**src/rtl/pfe_ram.sv**
```systemverilog
// simple one write, one registered read port memory
`default_nettype none
module pfe_ram #(
  parameter int Depth = 64,
  parameter int Width = 32,
  parameter int AddrW = $clog2(Depth)
) (
  input  wire logic             clk_i,
  input  wire logic             we_i,
  input  wire logic [AddrW-1:0] waddr_i,
  input  wire logic [Width-1:0] wdata_i,
  input  wire logic [AddrW-1:0] raddr_i,
  output logic      [Width-1:0] rdata_o
);
  logic [Width-1:0] mem [Depth];

  always_ff @(posedge clk_i) begin
    if (we_i) begin
      mem[waddr_i] <= wdata_i;
    end
    rdata_o <= mem[raddr_i];
  end
endmodule
`default_nettype wire

```
**config.mk**
```make
export PLATFORM = sky130hd
export DESIGN_NAME = pfe_ram
export DESIGN_NICKNAME = d
export VERILOG_FILES = /design/src/rtl/pfe_ram.sv
export SDC_FILE = /design/constraint.sdc
export NUM_CORES = 2
export LEC_CHECK = 0
export BUFFER_PORTS_ARGS = -buffer_cell sky130_fd_sc_hd__clkbuf_2
export CAP_MARGIN = 20
export CORE_MARGIN = 2
export CORE_UTILIZATION = 51
export DETAILED_ROUTE_END_ITERATION = 16
export PLACE_DENSITY = 0.67
export SKIP_CTS_REPAIR_TIMING = 1
export SYNTH_ARGS = -nofsm -noshare
export SYNTH_HDL_FRONTEND = slang
export SYNTH_SLANG_ARGS = --single-unit
```
**constraint.sdc**
```tcl
create_clock -name clk_i -period 4.11 [get_ports clk_i]
set_input_delay 0.6165 -clock clk_i [delete_from_list [all_inputs] [get_ports clk_i]]
set_output_delay 0.6165 -clock clk_i [all_outputs]
set_load 0.05 [all_outputs]
```
==> results.json <==
{
  "area_growth_pct": 14.3,
  "ir_worst_vdd_mv": 0.475,
  "cp-end-kind": "flop",
  "pwr-share-seq_pct": 53.6,
  "setup_violations": 0,
  "ios": 78,
  "p_per_area_nw_per_um2": 491,
  "final_nets": 3699,
  "cts_buffers": 198,
  "place_worst_setup_slack_ns": 0.0910,
  "fmax_ghz": 0.311,
  "first_pass_iters": 6,
  "drtAntennaViolNets": 0,
  "ys_seq_elements": 2080,
  "viasPerCell": 6.42,
  "dieArea_um2": 157000,
  "power.total_mw": 44.1,
  "switching_power_mw": 9.44,
  "seq_area_frac_synth_pct": 79.1,
  "tightest_slew_ns": 1.15,
  "yosysWarnings": 0,
  "relSlewSlack_pct": 23.5,
  "place_inst": 5481,
  "crit_type": "in2reg",
  "combPwrFrac_pct": 5.6,
  "cp_max_fo": 41,
  "leakagePower_nw": 28.1,
  "drt_wl_total_mm": 202,
  "drive_above_1_share_pct": 31.4,
  "synth_area_per_cell_um2": 23.6,
  "rows": 143,
  "track_usage_pct": 26.0,
  "grt_max_degree": 69,
  "p_sw_share_pct": 21.4,
  "skew_ns": 0.0179,
  "post_dp_cell_area_um2": 83300,
  "synthesis.instances": 3324,
  "synthFlopType": "edfxtp_1",
  "dr_total_vias": 37600,
  "tns_ns": 0,
  "post-route-cell-area_um2": 89700,
  "numPortBuffers": 77,
  "internal-power_mw": 34.6,
  "worst-path-buf-inv": 3,
  "cts_buffer_depth": 3,
  "grt_pass1_wl_mm": 284,
  "gp_congestion": 0.845,
  "start_util_pct": 51.5,
  "core-area_um2": 152000,
  "startpoint_type": "input pin",
  "hold_ws_ns": 0.0753,
  "path_common_cell": "mux4_2",
  "grt_remaining_overflow": 0,
  "postSynth.asyncResetShare_pct": 0,
  "cts_max_level": 4,
  "clk_latency_ns": 0.82,
  "setup_ws_ns": 0.891,
  "min_period_ns": 3.22,
  "rsz0062_at_grt": "no",
  "cpMaxStageDelayCell": "o22ai_1",
  "cp_slowest_stage_delay_ns": 0.75,
  "finalHoldViolCount": 0,
  "drv_cap": 0,
  "clkTransAtPathRegs_ns": 0.06,
  "synth_nets": 3370,
  "drt_iter0_markers": 5061,
  "clkSinkCount": 2080,
  "post-route-util_pct": 58.9,
  "path_delay_family": "buffers and inverters",
  "grt_pass1_vias": 37700,
  "synth_cell_type_count": 34,
  "antenna_found_initial": 8,
  "path_cells": "buf_8 > buf_12 > buf_4 > mux4_2 > mux4_2 > o22ai_1 > nor2_1",
  "hold_class": "in2reg",
  "root_buffer": "clkbuf_16",
  "dp_hpwl_mm": 118,
  "critPathArrivalTime_ns": 3.84,
  "slew_viol_final": 0,
  "fin_crit_sh_pct": 78.3,
  "synth_enable_flop_cells": 2048,
  "die_y_um": 396,
  "required_ns": 4.73,
  "cts_tree": "done",
  "stdcell_count": 5858,
  "drc_errors": 0,
  "wl_per_cell_um": 34.5,
  "clkPwrFrac_pct": 40.8,
  "status": "finished clean",
  "dieWidth_um": 396,
  "synth_area_um2": 78500
}
[power groups by stage]
stage | registers [mW] | clock network [mW] | logic, mW
final | 23.6 | 18.0 | 2.46
after global routing | 23.6 | 19.0 | 2.56
after CTS | 23.6 | 18.2 | 2.46
after detailed placement | 24.1 | 0 | 2.45
after global placement | 24.1 | 0 | 2.43
after floorplan | 24.1 | 0 | 1.14
[registers in the layout, summed over array words and instances (netlist names)]
register	cells
rdata_o	32
mem	2048
[worst paths after layout]
kind	from	to	slack [ns]	cells after the start
max	raddr_i[0]	rdata_o[18]	0.89	7
min	wdata_i[5]	mem[34][5]	0.08	1
max reg2reg	mem[14][18]	rdata_o[18]	1.48	4
min reg2reg	mem[29][20]	rdata_o[20]	0.78	4
[cells in the mapped netlist (4+ instances only)]
master,count,area (µm²)
edfxtp_1,2048,61500
mux4_2,544,12300
nor2_1,137,514
mux2i_1,93,931
o22ai_1,84,526
clkbuf_1,74,278
a21oi_1,62,310
buf_2,57,285
dfxtp_1,32,641
o221ai_1,27,236
nand2_1,26,97.6
buf_4,25,188
buf_1,21,78.8
nor2b_1,15,93.8
a22oi_1,12,90.1
a311oi_1,8,70.1
nand2b_1,8,50.1
nor3_1,7,35.0
buf_6,5,56.3
nand3_1,5,25.0
nand3b_1,5,37.5
a41o_1,4,40.0
and3_1,4,25.0
o32ai_1,4,35.0
[placed cells by master (no fill, tap or decap), types with 4 or more instances in the layout]
cell type,Yosys,layout
edfxtp_1,2048,2048
mux4_2,544,544
clkbuf_16,0,206
buf_4,25,195
mux2i_1,93,93
o22ai_1,84,84
nor2_1,137,75
clkbuf_2,0,73
a21oi_1,62,62
nor2_4,0,62
clkinv_1,0,50
clkbuf_1,74,43
buf_12,0,38
clkinv_2,0,34
dfxtp_1,32,32
o221ai_1,27,27
nand2_1,26,26
bufinv_16,0,17
nor2b_1,15,15
a22oi_1,12,12
a311oi_1,8,8
nand2b_1,8,7
diode_2,0,6
clkinvlp_4,0,6
nand3b_1,5,5
nor3_1,7,5
nand3_1,5,5
inv_6,0,5
clkbuf_8,0,5
and3_1,4,4
a41o_1,4,4
o32ai_1,4,4
[metal layers]
| metal | vias up | wire length, µm | track usage (%) |
|---|---|---|---|
| li1 | 14900 | - | - |
| met1 | 20300 | 77300 | 36.7 |
| met2 | 2070 | 97800 | 41.2 |
| met3 | 328 | 20600 | 5.24 |
| met4 | 6 | 6620 | 8.41 |
| met5 | - | 28 | 0 |
[layout make-up]
type                       count  area (µm²)
clock buffer                 254        5390
fill                       10700       62700
tap                         2030        2540
sequential                  2080       62100
timing repair buffer         311        2660
antenna                        6        15.0
clock inverter               115        1010
multi-input combinational   1062       16000
[kinds of logic (layout without fill, tap and decap cells)]
kind of cell	Yosys count	count (layout)	synth area share, %
DFF	2080	2080	79.1
muxes	637	637	16.8
and+or+nand+nor	223	223	1.27
AOI/OAI and AO/OA	202	202	1.67
buffers and inverters	182	680	1.13
other	0	6	0
Note: power is estimated with default switching activity, not from simulation.
