==> src/rtl/pfe_pkg.sv <==
// shared constants and types for the polarized fractal efficiency block
`default_nettype none
package pfe_pkg;
  localparam int MaxWindow = 64;
  localparam int PriceDepth = MaxWindow + 1;
  localparam int PriceAw = $clog2(PriceDepth);
  localparam int StepAw = $clog2(MaxWindow);
  localparam int SumW = 40;
  localparam int SqrtSteps = 32;
  localparam int DivSteps = 55;
  localparam int DivPreShift = 64 - DivSteps;

  localparam logic [6:0] WindowReset = 7'd10;
  localparam logic [16:0] WeightReset = 17'd21845;
  localparam logic [63:0] StepBias = 64'd65536;
  localparam logic [63:0] RootBias = 64'd6553600;
  localparam logic [22:0] RatioScale = 23'd6553600;

  localparam logic CfgWindow = 1'b0;
  localparam logic CfgWeight = 1'b1;

  typedef struct packed {
    logic start;
    logic is_div;
  } iter_cmd_t;
endpackage
`default_nettype wire

==> src/rtl/pfe_iter.sv <==
// shared shift-subtract unit: integer square root or restoring division
`default_nettype none
module pfe_iter import pfe_pkg::*; (
  input  wire logic             clk_i,
  input  wire logic             rst_ni,
  input  wire iter_cmd_t        cmd_i,
  input  wire logic [63:0]      op_a_i,
  input  wire logic [SumW-1:0]  op_b_i,
  output logic                  done_o,
  output logic      [63:0]      res_o
);
  logic [5:0]      cnt_q, cnt_d;
  logic            div_q, done_q;
  logic [63:0]     acc_q, acc_d, res_q, res_d;
  logic [SumW-1:0] rem_q, rem_d, b_q, rem_sh, trial;
  logic            ge;

  always_comb begin
    if (div_q) begin
      rem_sh = {rem_q[SumW-2:0], acc_q[63]};
      trial  = b_q;
    end else begin
      rem_sh = {rem_q[SumW-3:0], acc_q[63:62]};
      trial  = {res_q[SumW-3:0], 2'b01};
    end
    ge    = rem_sh >= trial;
    rem_d = ge ? rem_sh - trial : rem_sh;
    res_d = {res_q[62:0], ge};
    acc_d = div_q ? {acc_q[62:0], 1'b0} : {acc_q[61:0], 2'b00};
    cnt_d = cnt_q - 6'd1;
  end

  always_ff @(posedge clk_i or negedge rst_ni) begin
    if (!rst_ni) begin
      cnt_q  <= '0;
      done_q <= 1'b0;
      div_q  <= 1'b0;
    end else begin
      done_q <= 1'b0;
      if (cmd_i.start) begin
        div_q <= cmd_i.is_div;
        cnt_q <= cmd_i.is_div ? 6'(DivSteps) : 6'(SqrtSteps);
      end else if (cnt_q != '0) begin
        cnt_q  <= cnt_d;
        done_q <= cnt_q == 6'd1;
      end
    end
  end

  always_ff @(posedge clk_i) begin
    if (cmd_i.start) begin
      acc_q <= cmd_i.is_div ? (op_a_i << DivPreShift) : op_a_i;
      b_q   <= op_b_i;
      rem_q <= '0;
      res_q <= '0;
    end else if (cnt_q != '0) begin
      acc_q <= acc_d;
      rem_q <= rem_d;
      res_q <= res_d;
    end
  end

  assign done_o = done_q;
  assign res_o  = res_q;
endmodule
`default_nettype wire

==> config.mk <==
export PLATFORM = sky130hd
export DESIGN_NAME = pfe_iter
export DESIGN_NICKNAME = d
export VERILOG_FILES = /design/src/rtl/pfe_pkg.sv /design/src/rtl/pfe_iter.sv
export SDC_FILE = /design/constraint.sdc
export NUM_CORES = 1
export LEC_CHECK = 0
export BUFFER_PORTS_ARGS = -buffer_cell sky130_fd_sc_hd__buf_4
export CAP_MARGIN = 20
export CORE_AREA = 3 3 164 166
export CTS_BUF_LIST = sky130_fd_sc_hd__clkbuf_4 sky130_fd_sc_hd__clkbuf_8
export DETAILED_ROUTE_END_ITERATION = 7
export DIE_AREA = 0 0 167 169
export PLACE_DENSITY = 0.75
export SLEW_MARGIN = 15
export SYNTH_ARGS = -nofsm -noshare
export SYNTH_HDL_FRONTEND = slang
export SYNTH_SLANG_ARGS = --single-unit
==> constraint.sdc <==
create_clock -name clk_i -period 11.65 [get_ports clk_i]
set_input_delay 1.7475 -clock clk_i [delete_from_list [all_inputs] [get_ports clk_i]]
set_output_delay 1.7475 -clock clk_i [all_outputs]
set_load 0.005 [all_outputs]
==> summary.md, run 1 <==
| Metric | Value |
|---|---|
| WL/cell | `between 15 and 20 um` |
| Seq. cell area | `roughly 0.0054 sq mm` |
| Worst min path class | `flop to flop` |
| Startpoint types | `flop` |
| Max Fclk | `approximately 210 MHz` |
| Number of global-route vias before repair | `about 10000` |
| # hold bufs at CTS | `0` |
| Cts repair resizes | `0` |
| M1 WL | `roughly 15 mm` |
| Register area share after synthesis | `0.426` |
| Area contributors post-synth | `edfxtp_1 25%, dfxtp_1 16%, mux2i_1 9.3%, nand2_1 6.7%, a21oi_1 6.7%` |
| First-pass GRT wire length | `approximately 53 mm` |
| Largest net degree at the start of global routing | `about 100` |
| Post-synthesis register bit count | `~220` |
| Met3 Wirelength | `around 2.1 mm` |
| Die width | `about 170 um` |
| Async SR Flop Fraction | `0.0372` |
| Synth area leader | `edfxtp_1` |
| Port Buffers | `about 170` |
| Final count of pins violating max slew | `0` |
| IO Count | `roughly 170` |
| Sink Count | `~220` |
| CORE AREA | `0.0258 sq mm` |
| Final Hold Fails | `0` |
| H-tree levels | `2` |
| Worst Tran Pin Value | `931 ps` |
| Final Wtd Congestion | `a little over 0.9` |
| CTS Root Buffer Type | `clkbuf_8` |
| Peak supply drop | `between 0.09 and 0.1 mV` |
| Fin crit share | `0.418` |
| Post-Syn Nets | `between 1500 and 2000` |
| Synth top cells by count | `226 x nand2_1, 169 x a21oi_1, 117 x mux2i_1, 104 x edfxtp_1, 103 x dfxtp_1` |
| Bufs on Longest Clock Path | `3` |
| Fill count | `2271` |
| Number of library cell types mapped by synthesis | `70` |
| DR top layer | `met4` |
| Initial Util | `0.491` |
| WS Path Type | `flop to flop` |
| Setup TNS | `0 ps` |
| Yosys warns | `0` |
| DR WL met2 | `roughly 15 mm` |
| TritonCTS clock tree | `yes` |
| DR pass1 iterations | `6` |
| Final Skew | `36.6 ps` |
| Status | `complete, no violations` |
| Rows | `between 50 and 60` |
| Worst path arrival time | `5330 ps` |
| Min Tclk post-route | `4870 ps` |
| Slew margin rel. | `0.380` |
| RSZ-0062 raised after global routing | `no` |
| Share of layout cells above drive strength 1 | `0.199` |
| Initial DRC Count | `834` |
| Worst path required time | `12110 ps` |
| Die Area | `about 0.028 sq mm` |
| PwrDens | `165 mW/mm^2` |
| Average cell area after synthesis | `~9 sq um` |
| Main synth FF type | `edfxtp_1` |
| Multi-input gate area | `~0.0068 sq mm` |
| Remaining antenna violation count after routing | `0` |
| Initial antenna violation count | `0` |
| Mapped Area | `0.0126 sq mm` |
| WL final | `between 30 and 40 mm` |
| Synth Instances | `roughly 1400` |
| Number of synthesized flops with an enable pin | `around 100` |
| Setup violators final | `0` |
| Crit. End Element | `flop` |
| Worst-Skew Late Latency | `around 550 ps` |
| DP Worst Slack | `roughly 6800 ps` |
| GR Util All Layers | `0.224` |
| Num CTS Buffers | `38` |
| DRC | `0` |
| Final hold slack | `roughly 460 ps` |
| Max cap viols | `0` |
| Post-CTS setup buffers | `0` |
| P&R area growth vs syn | `17.9%` |
| Static leakage | `around 0.0061 uW` |
| Clock-pin slew on the worst setup and hold paths | `around 70 ps` |
| Via count | `10700` |
| Final-stage net count | `approximately 1700` |
| Final HPWL DP | `between 20 and 25 mm` |
| Top cell type's share of synthesized area | `0.247` |
| PnR worst setup slack | `between 6000 and 7000 ps` |
| Top-count cell post-synth | `nand2_1` |
| Die Height | `roughly 170 um` |
| Vias per inst | `between 5 and 6` |
| Crit-path max FO | `81` |
| Total global routing overflow | `0` |
| # diodes | `0` |
[critical path, cell delays in order (launching register included)]
cell and delay, ps:
dfrtp_4 820, buf_4 800, mux2_2 430, ha_1 360, a21o_1 230, or2_2 310
o21ai_0 360, o21ai_0 330, a21o_1 260, o211ai_1 240, or4b_1 460, o221ai_1 80
[sequential cells by signal (all words and copies together), names as in the netlist]
signal and cells:
b_q 40, res_o 64, acc_q 64, div_q 1
rem_q 39, cnt_q 6, done_o 1
[cell type report]
| type | count | area share |
|---|---|---|
| flip-flops and latches | 215 | 0.361 |
| repair buffers | 183 | 0.0934 |
| clock inverters | 9 | 0.00671 |
| multi-input cells | 1058 | 0.457 |
| inverters | 11 | 0.00277 |
| well taps | 335 | 0.0281 |
| clock buffers | 61 | 0.0504 |
[layer usage]
metal  up-vias  track usage
li1       5295            -
met1      4966        0.308
met2       335        0.361
met3        63       0.0465
met4         0       0.0642
met5         -            0
[worst paths after layout]
kind | start | endpoint | depth (start not counted) | slack [ps]
max in group asynchronous | rst_ni | div_q | 1 | 10460
min in group asynchronous | rst_ni | cnt_q[3] | 1 | 1020
hold / removal | res_o[60] | res_o[61] | 2 | 460
hold reg to reg | res_o[60] | res_o[61] | 2 | 460
setup / recovery | div_q | rem_q[37] | 11 | 6780
setup reg to reg | div_q | rem_q[37] | 11 | 6780
[report_power, final]
group / leakage (uW) / switching, uW / total, uW / internal, uW
Sequential: 0.00199 / 42.5 / 907 / 865
Clock: 0.000449 / 317 / 772 / 455
Combinational: 0.00366 / 448 / 782 / 333
[kinds of logic (layout without fill, tap and decap cells)]
| logic type | count (synthesis) | after routing | share of synthesized area |
|---|---|---|---|
| AOI/OAI and AO/OA | 403 | 403 | 0.194 |
| muxes | 157 | 157 | 0.128 |
| DFF | 215 | 215 | 0.426 |
| xor gates and xnor gates | 30 | 30 | 0.0208 |
| and+or+nand+nor | 425 | 425 | 0.153 |
| adders and majority gates | 43 | 43 | 0.0431 |
| buffers and inverters | 109 | 264 | 0.0358 |
[per-stage QoR]
stage | area (sq um) | std cells | utilization | power (uW)
6_report | 14900 | 1872 | 0.579 | 2460
4_1_cts | 14900 | 1871 | 0.578 | 2470
5_1_grt | 14900 | 1872 | 0.579 | 2600
3_3_place_gp | 14000 | 1801 | 0.545 | 1680
2_1_floorplan | 12600 | 1382 | - | 1510
3_5_place_dp | 14000 | 1801 | 0.545 | 1690
[cell usage in the layout (no fill, tap or decap), drive strengths merged, types with 3 or more instances in the layout]
master / instances
o21a: 13
and3: 6
nand2: 226
nor2b: 59
and2: 4
or2: 5
inv: 12
o22ai: 6
nand4: 13
o21bai: 4
clkinv: 5
nor3: 14
a21o: 15
dfrtp: 8
a2bb2oi: 4
clkbuf: 62
o211ai: 6
buf: 182
nor2: 64
edfxtp: 104
ha: 42
mux2i: 117
nor4: 6
o21ai: 72
xnor2: 25
a2111oi: 3
mux2: 40
dfxtp: 103
a31oi: 11
a21oi: 169
xor2: 5
a211oi: 74
a21boi: 4
nand3: 10
o311ai: 3
nand2b: 6
No activity file was read; power rests on OpenSTA's default activity.
==> run 2: changes to the inputs <==
ABC_AREA = 1   (was default)
CORE_AREA = 3 3 166 168   (was 3 3 164 166)
DIE_AREA = 0 0 169 171   (was 0 0 167 169)
clock period = 4.6 ns   (was 11.65 ns; I/O delays follow)
==> run 2 against run 1 <==
Net effect: utilization grew 1.0 points; total power increased to 2.9 times the previous value; combinational power rose to 3.7 times the previous value; via count up 13%; critical path depth increased by 8; worst setup slack worse by 5700 ps; clock power grew 150%; critical endpoint is now rem_q[32]; largest power group is now combinational cells.
==> summary.md, run 2 <==
| Metric | Value |
|---|---|
| Die Height | `171 um (+1.2%)` |
| CORE AREA | `0.0261 sq mm (+1.1%)` |
| Remaining antenna violation count after routing | `0 (unchanged)` |
| Commonest non-fill, non-tap cell in the layout | `nand2_1` |
| Main synth FF type | `edfxtp_1` |
| Top cell type's share of synthesized area | `0.241 (-0.00612)` |
| Post-DP Area | `0.0145 sq mm (+3.3%)` |
| Number of global-route vias before repair | `11600 (+13%)` |
| First-pass GRT wire length | `57.6 mm (+9.1%)` |
| Synth top cells by count | `519 x nand2_1, 339 x inv_1, 104 x edfxtp_1, 103 x dfxtp_1, 98 x o21ai_0` |
| DR pass1 iterations | `6 (unchanged)` |
| Finished layout cell area | `0.0154 sq mm (+3.0%)` |
| Crit. End Element | `flop` |
| WL/cell | `15.6 um (-11%)` |
| Fin crit share | `0.761 (+0.343)` |
| Yosys warns | `0 (unchanged)` |
| Worst path required time | `5080 ps (-7030 ps)` |
| # diodes | `0 (unchanged)` |
| Static leakage | `0.00763 uW (+25%)` |
| Slew margin rel. | `0.433 (+0.0534)` |
| Crit-path slowest cell | `o21ai_0` |
| Bufs on Longest Clock Path | `3 (unchanged)` |
| Port Buffers | `172 (unchanged)` |
| Initial antenna violation count | `0 (unchanged)` |
| Post-CTS setup buffers | `0 (unchanged)` |
| Mapped Area | `0.0130 sq mm (+2.5%)` |
| Initial Util | `0.498 (+0.00678)` |
| Final-stage net count | `2080 (+25%)` |
| Fill count | `2467 (+8.6%)` |
| P&R area growth vs syn | `18.4%` |
| Setup TNS | `0 ps (unchanged)` |
| Final HPWL DP | `25.9 mm (+15%)` |
| Average cell area after synthesis | `7.31 sq um (-20%)` |
| Async SR Flop Fraction | `0.0372 (unchanged)` |
| Sink Count | `215 (unchanged)` |
| Vias per inst | `5.26 (-7.7%)` |
| Crit-path max FO | `50 (-38%)` |
| Max cap viols | `0 (unchanged)` |
| Crit path largest cell delay | `570 ps (-250 ps)` |
| Most frequent cells in the layout | `518 x nand2_1, 338 x inv_1, 188 x buf_4` |
| Final Util | `0.589 (+0.0104)` |
| Initial DRC Count | `980 (+18%)` |
| CTS Root Buffer Type | `clkbuf_8` |
| Die Area | `0.0289 sq mm (+2.4%)` |
| Max Fclk | `286 MHz (+39%)` |
| Startpoint types | `flop` |
| Share of layout cells above drive strength 1 | `0.156 (-0.0430)` |
| IO Count | `173 (unchanged)` |
| Top-count cell post-synth | `nand2_1` |
| Largest net degree at the start of global routing | `72 (-31%)` |
| Status | `complete, no violations` |
| Worst-Skew Late Latency | `550 ps (about the same)` |
| Worst Tran Pin Value | `851 ps (-80.2 ps)` |
| Synth area leader | `edfxtp_1` |
| Setup violators final | `0 (unchanged)` |
| WL final | `35.8 mm (+9.4%)` |
| Min Tclk post-route | `3500 ps (-1370 ps)` |
| PwrDens | `471 mW/mm^2 (+190%)` |
| TritonCTS clock tree | `yes` |
| Number of synthesized flops with an enable pin | `104 (unchanged)` |
| Synth Instances | `1774 (+28%)` |
| GR Util All Layers | `0.243 (+0.0187)` |
| DRC | `0 (unchanged)` |
| Num CTS Buffers | `40 (+5.3%)` |
| Die width | `169 um (+1.2%)` |
| Peak supply drop | `0.382 mV (+290%)` |
| Post-synthesis register bit count | `215 (unchanged)` |
| Clock-pin slew on the worst setup and hold paths | `60 ps (about the same)` |
| Multi-input gate area | `0.00594 sq mm (-13%)` |
| Via count | `12100 (+13%)` |
| Number of library cell types mapped by synthesis | `42 (-40%)` |
| RSZ-0062 raised after global routing | `no` |
| Most numerous cell on the critical path | `nand2_1` |
| H-tree levels | `2 (unchanged)` |
| Register area share after synthesis | `0.415 (-0.0106)` |
| Area contributors post-synth | `edfxtp_1 24%, dfxtp_1 16%, nand2_1 15%, inv_1 9.8%, ha_1 4.1%` |
| Final Wtd Congestion | `0.983 (+5.3%)` |
| Worst min path class | `input port to flop` |
| Final count of pins violating max slew | `0 (unchanged)` |
| Final Hold Fails | `0 (unchanged)` |
| Crit-path cells | `buf_4 > o21ai_0 > inv_1 > ha_1 > nand2_1 > inv_1 > nand2_1 > nand2_1 > inv_1 > nand2_1 > inv_2 > nand2_1 > nand2_1 > nand4_4 > nor2_4 > nand2_1 > nand3_1 > nand2_1 > inv_1` |
| Post-Syn Nets | `1925 (+26%)` |
| Total global routing overflow | `0 (unchanged)` |
| WS Path Type | `flop to flop` |
| Worst path arrival time | `3980 ps (-1350 ps)` |
| Seq. cell area | `0.00539 sq mm (about the same)` |
| Rows | `59 (unchanged)` |
| Final Skew | `14.9 ps (-21.6 ps)` |
-- run 2: cell types whose count changed after synthesis, sizes merged, moves of 40 or more --
cell and change:
inv +334, nand2 +298, a21oi -115, mux2i -115
a211oi -72, o22ai +63, nor2b -59, o221ai +55
o211ai +54, nand3 +48, mux2 -40
-- run 2: worst max-delay path, delay by kind of cell (launching register included) --
family	cells	cell delay, ps
buffers and inverters	6	650
and+or+nand+nor	11	1390
DFF	1	420
AOI/OAI and AO/OA	1	570
adders and majority gates	1	380
-- run 2: final cells by class --
class / count / area share
flip-flops and latches: 215 / 0.351
repair buffers: 192 / 0.0965
clock inverters: 19 / 0.00961
multi-input cells: 1134 / 0.387
inverters: 346 / 0.0849
well taps: 335 / 0.0273
clock buffers: 54 / 0.0439
-- run 2: path summary, 6_finish.rpt --
kind / cells after the start / slack, ps / endpoint / startpoint
worst max-delay path: 19 / 1100 / rem_q[32] / div_q
worst min-delay path: 1 / 320 / b_q[29] / op_b_i[29]
worst max register to register: 19 / 1100 / rem_q[32] / div_q
worst min register to register: 2 / 460 / rem_q[9] / rem_q[9]
max in group asynchronous: 2 / 3940 / div_q / rst_ni
min in group asynchronous: 2 / 510 / div_q / rst_ni
-- run 2: cell families (layout without fill, tap and decap cells) --
logic type      after synthesis  after routing  share of synthesized area
compound gates              350            350                      0.172
fa+ha+maj                    43             43                     0.0421
xor+xnor                     23             23                     0.0155
flops                       215            215                      0.415
buf+inv                     425            611                      0.127
mux                           2              2                    0.00154
simple gates                716            716                      0.227
-- run 2: per-stage QoR --
| step | total power, uW | std cells | setup WS (ps) | hold WS, ps |
|---|---|---|---|---|
| 5_1_grt | 7790 | 2295 | 797 | 287 |
| 3_5_place_dp | 5320 | 2220 | 1170 | 445 |
| 6_report | 7230 | 2295 | 1100 | 317 |
| 3_3_place_gp | 5290 | 2220 | 1190 | 443 |
| 4_1_cts | 7260 | 2294 | 1140 | 283 |
| 2_1_floorplan | 4570 | 1774 | 1190 | 394 |
-- run 2: power by group --
part           switching (uW)  total [uW]  internal, uW  leakage [uW]
registers                 131        2390          2260       0.00203
logic                    1900        2930          1030       0.00517
clock network             835        1910          1070      0.000432
total                    2860        7230          4370       0.00763
-- run 2: what timing repair did --
action / in CTS / in global routing
resized for setup: 0 / 0
endpoints found under the hold margin: 8 / 0
hold buffers: 1 / 0
-- run 2: routing by layer --
layer | share of wire | GRT usage | up-vias
li1 | - | - | 6114
met1 | 0.43 | 0.320 | 5443
met2 | 0.47 | 0.415 | 443
met3 | 0.070 | 0.0370 | 64
met4 | 0.027 | 0.0769 | 0
met5 | 0 | 0 | -
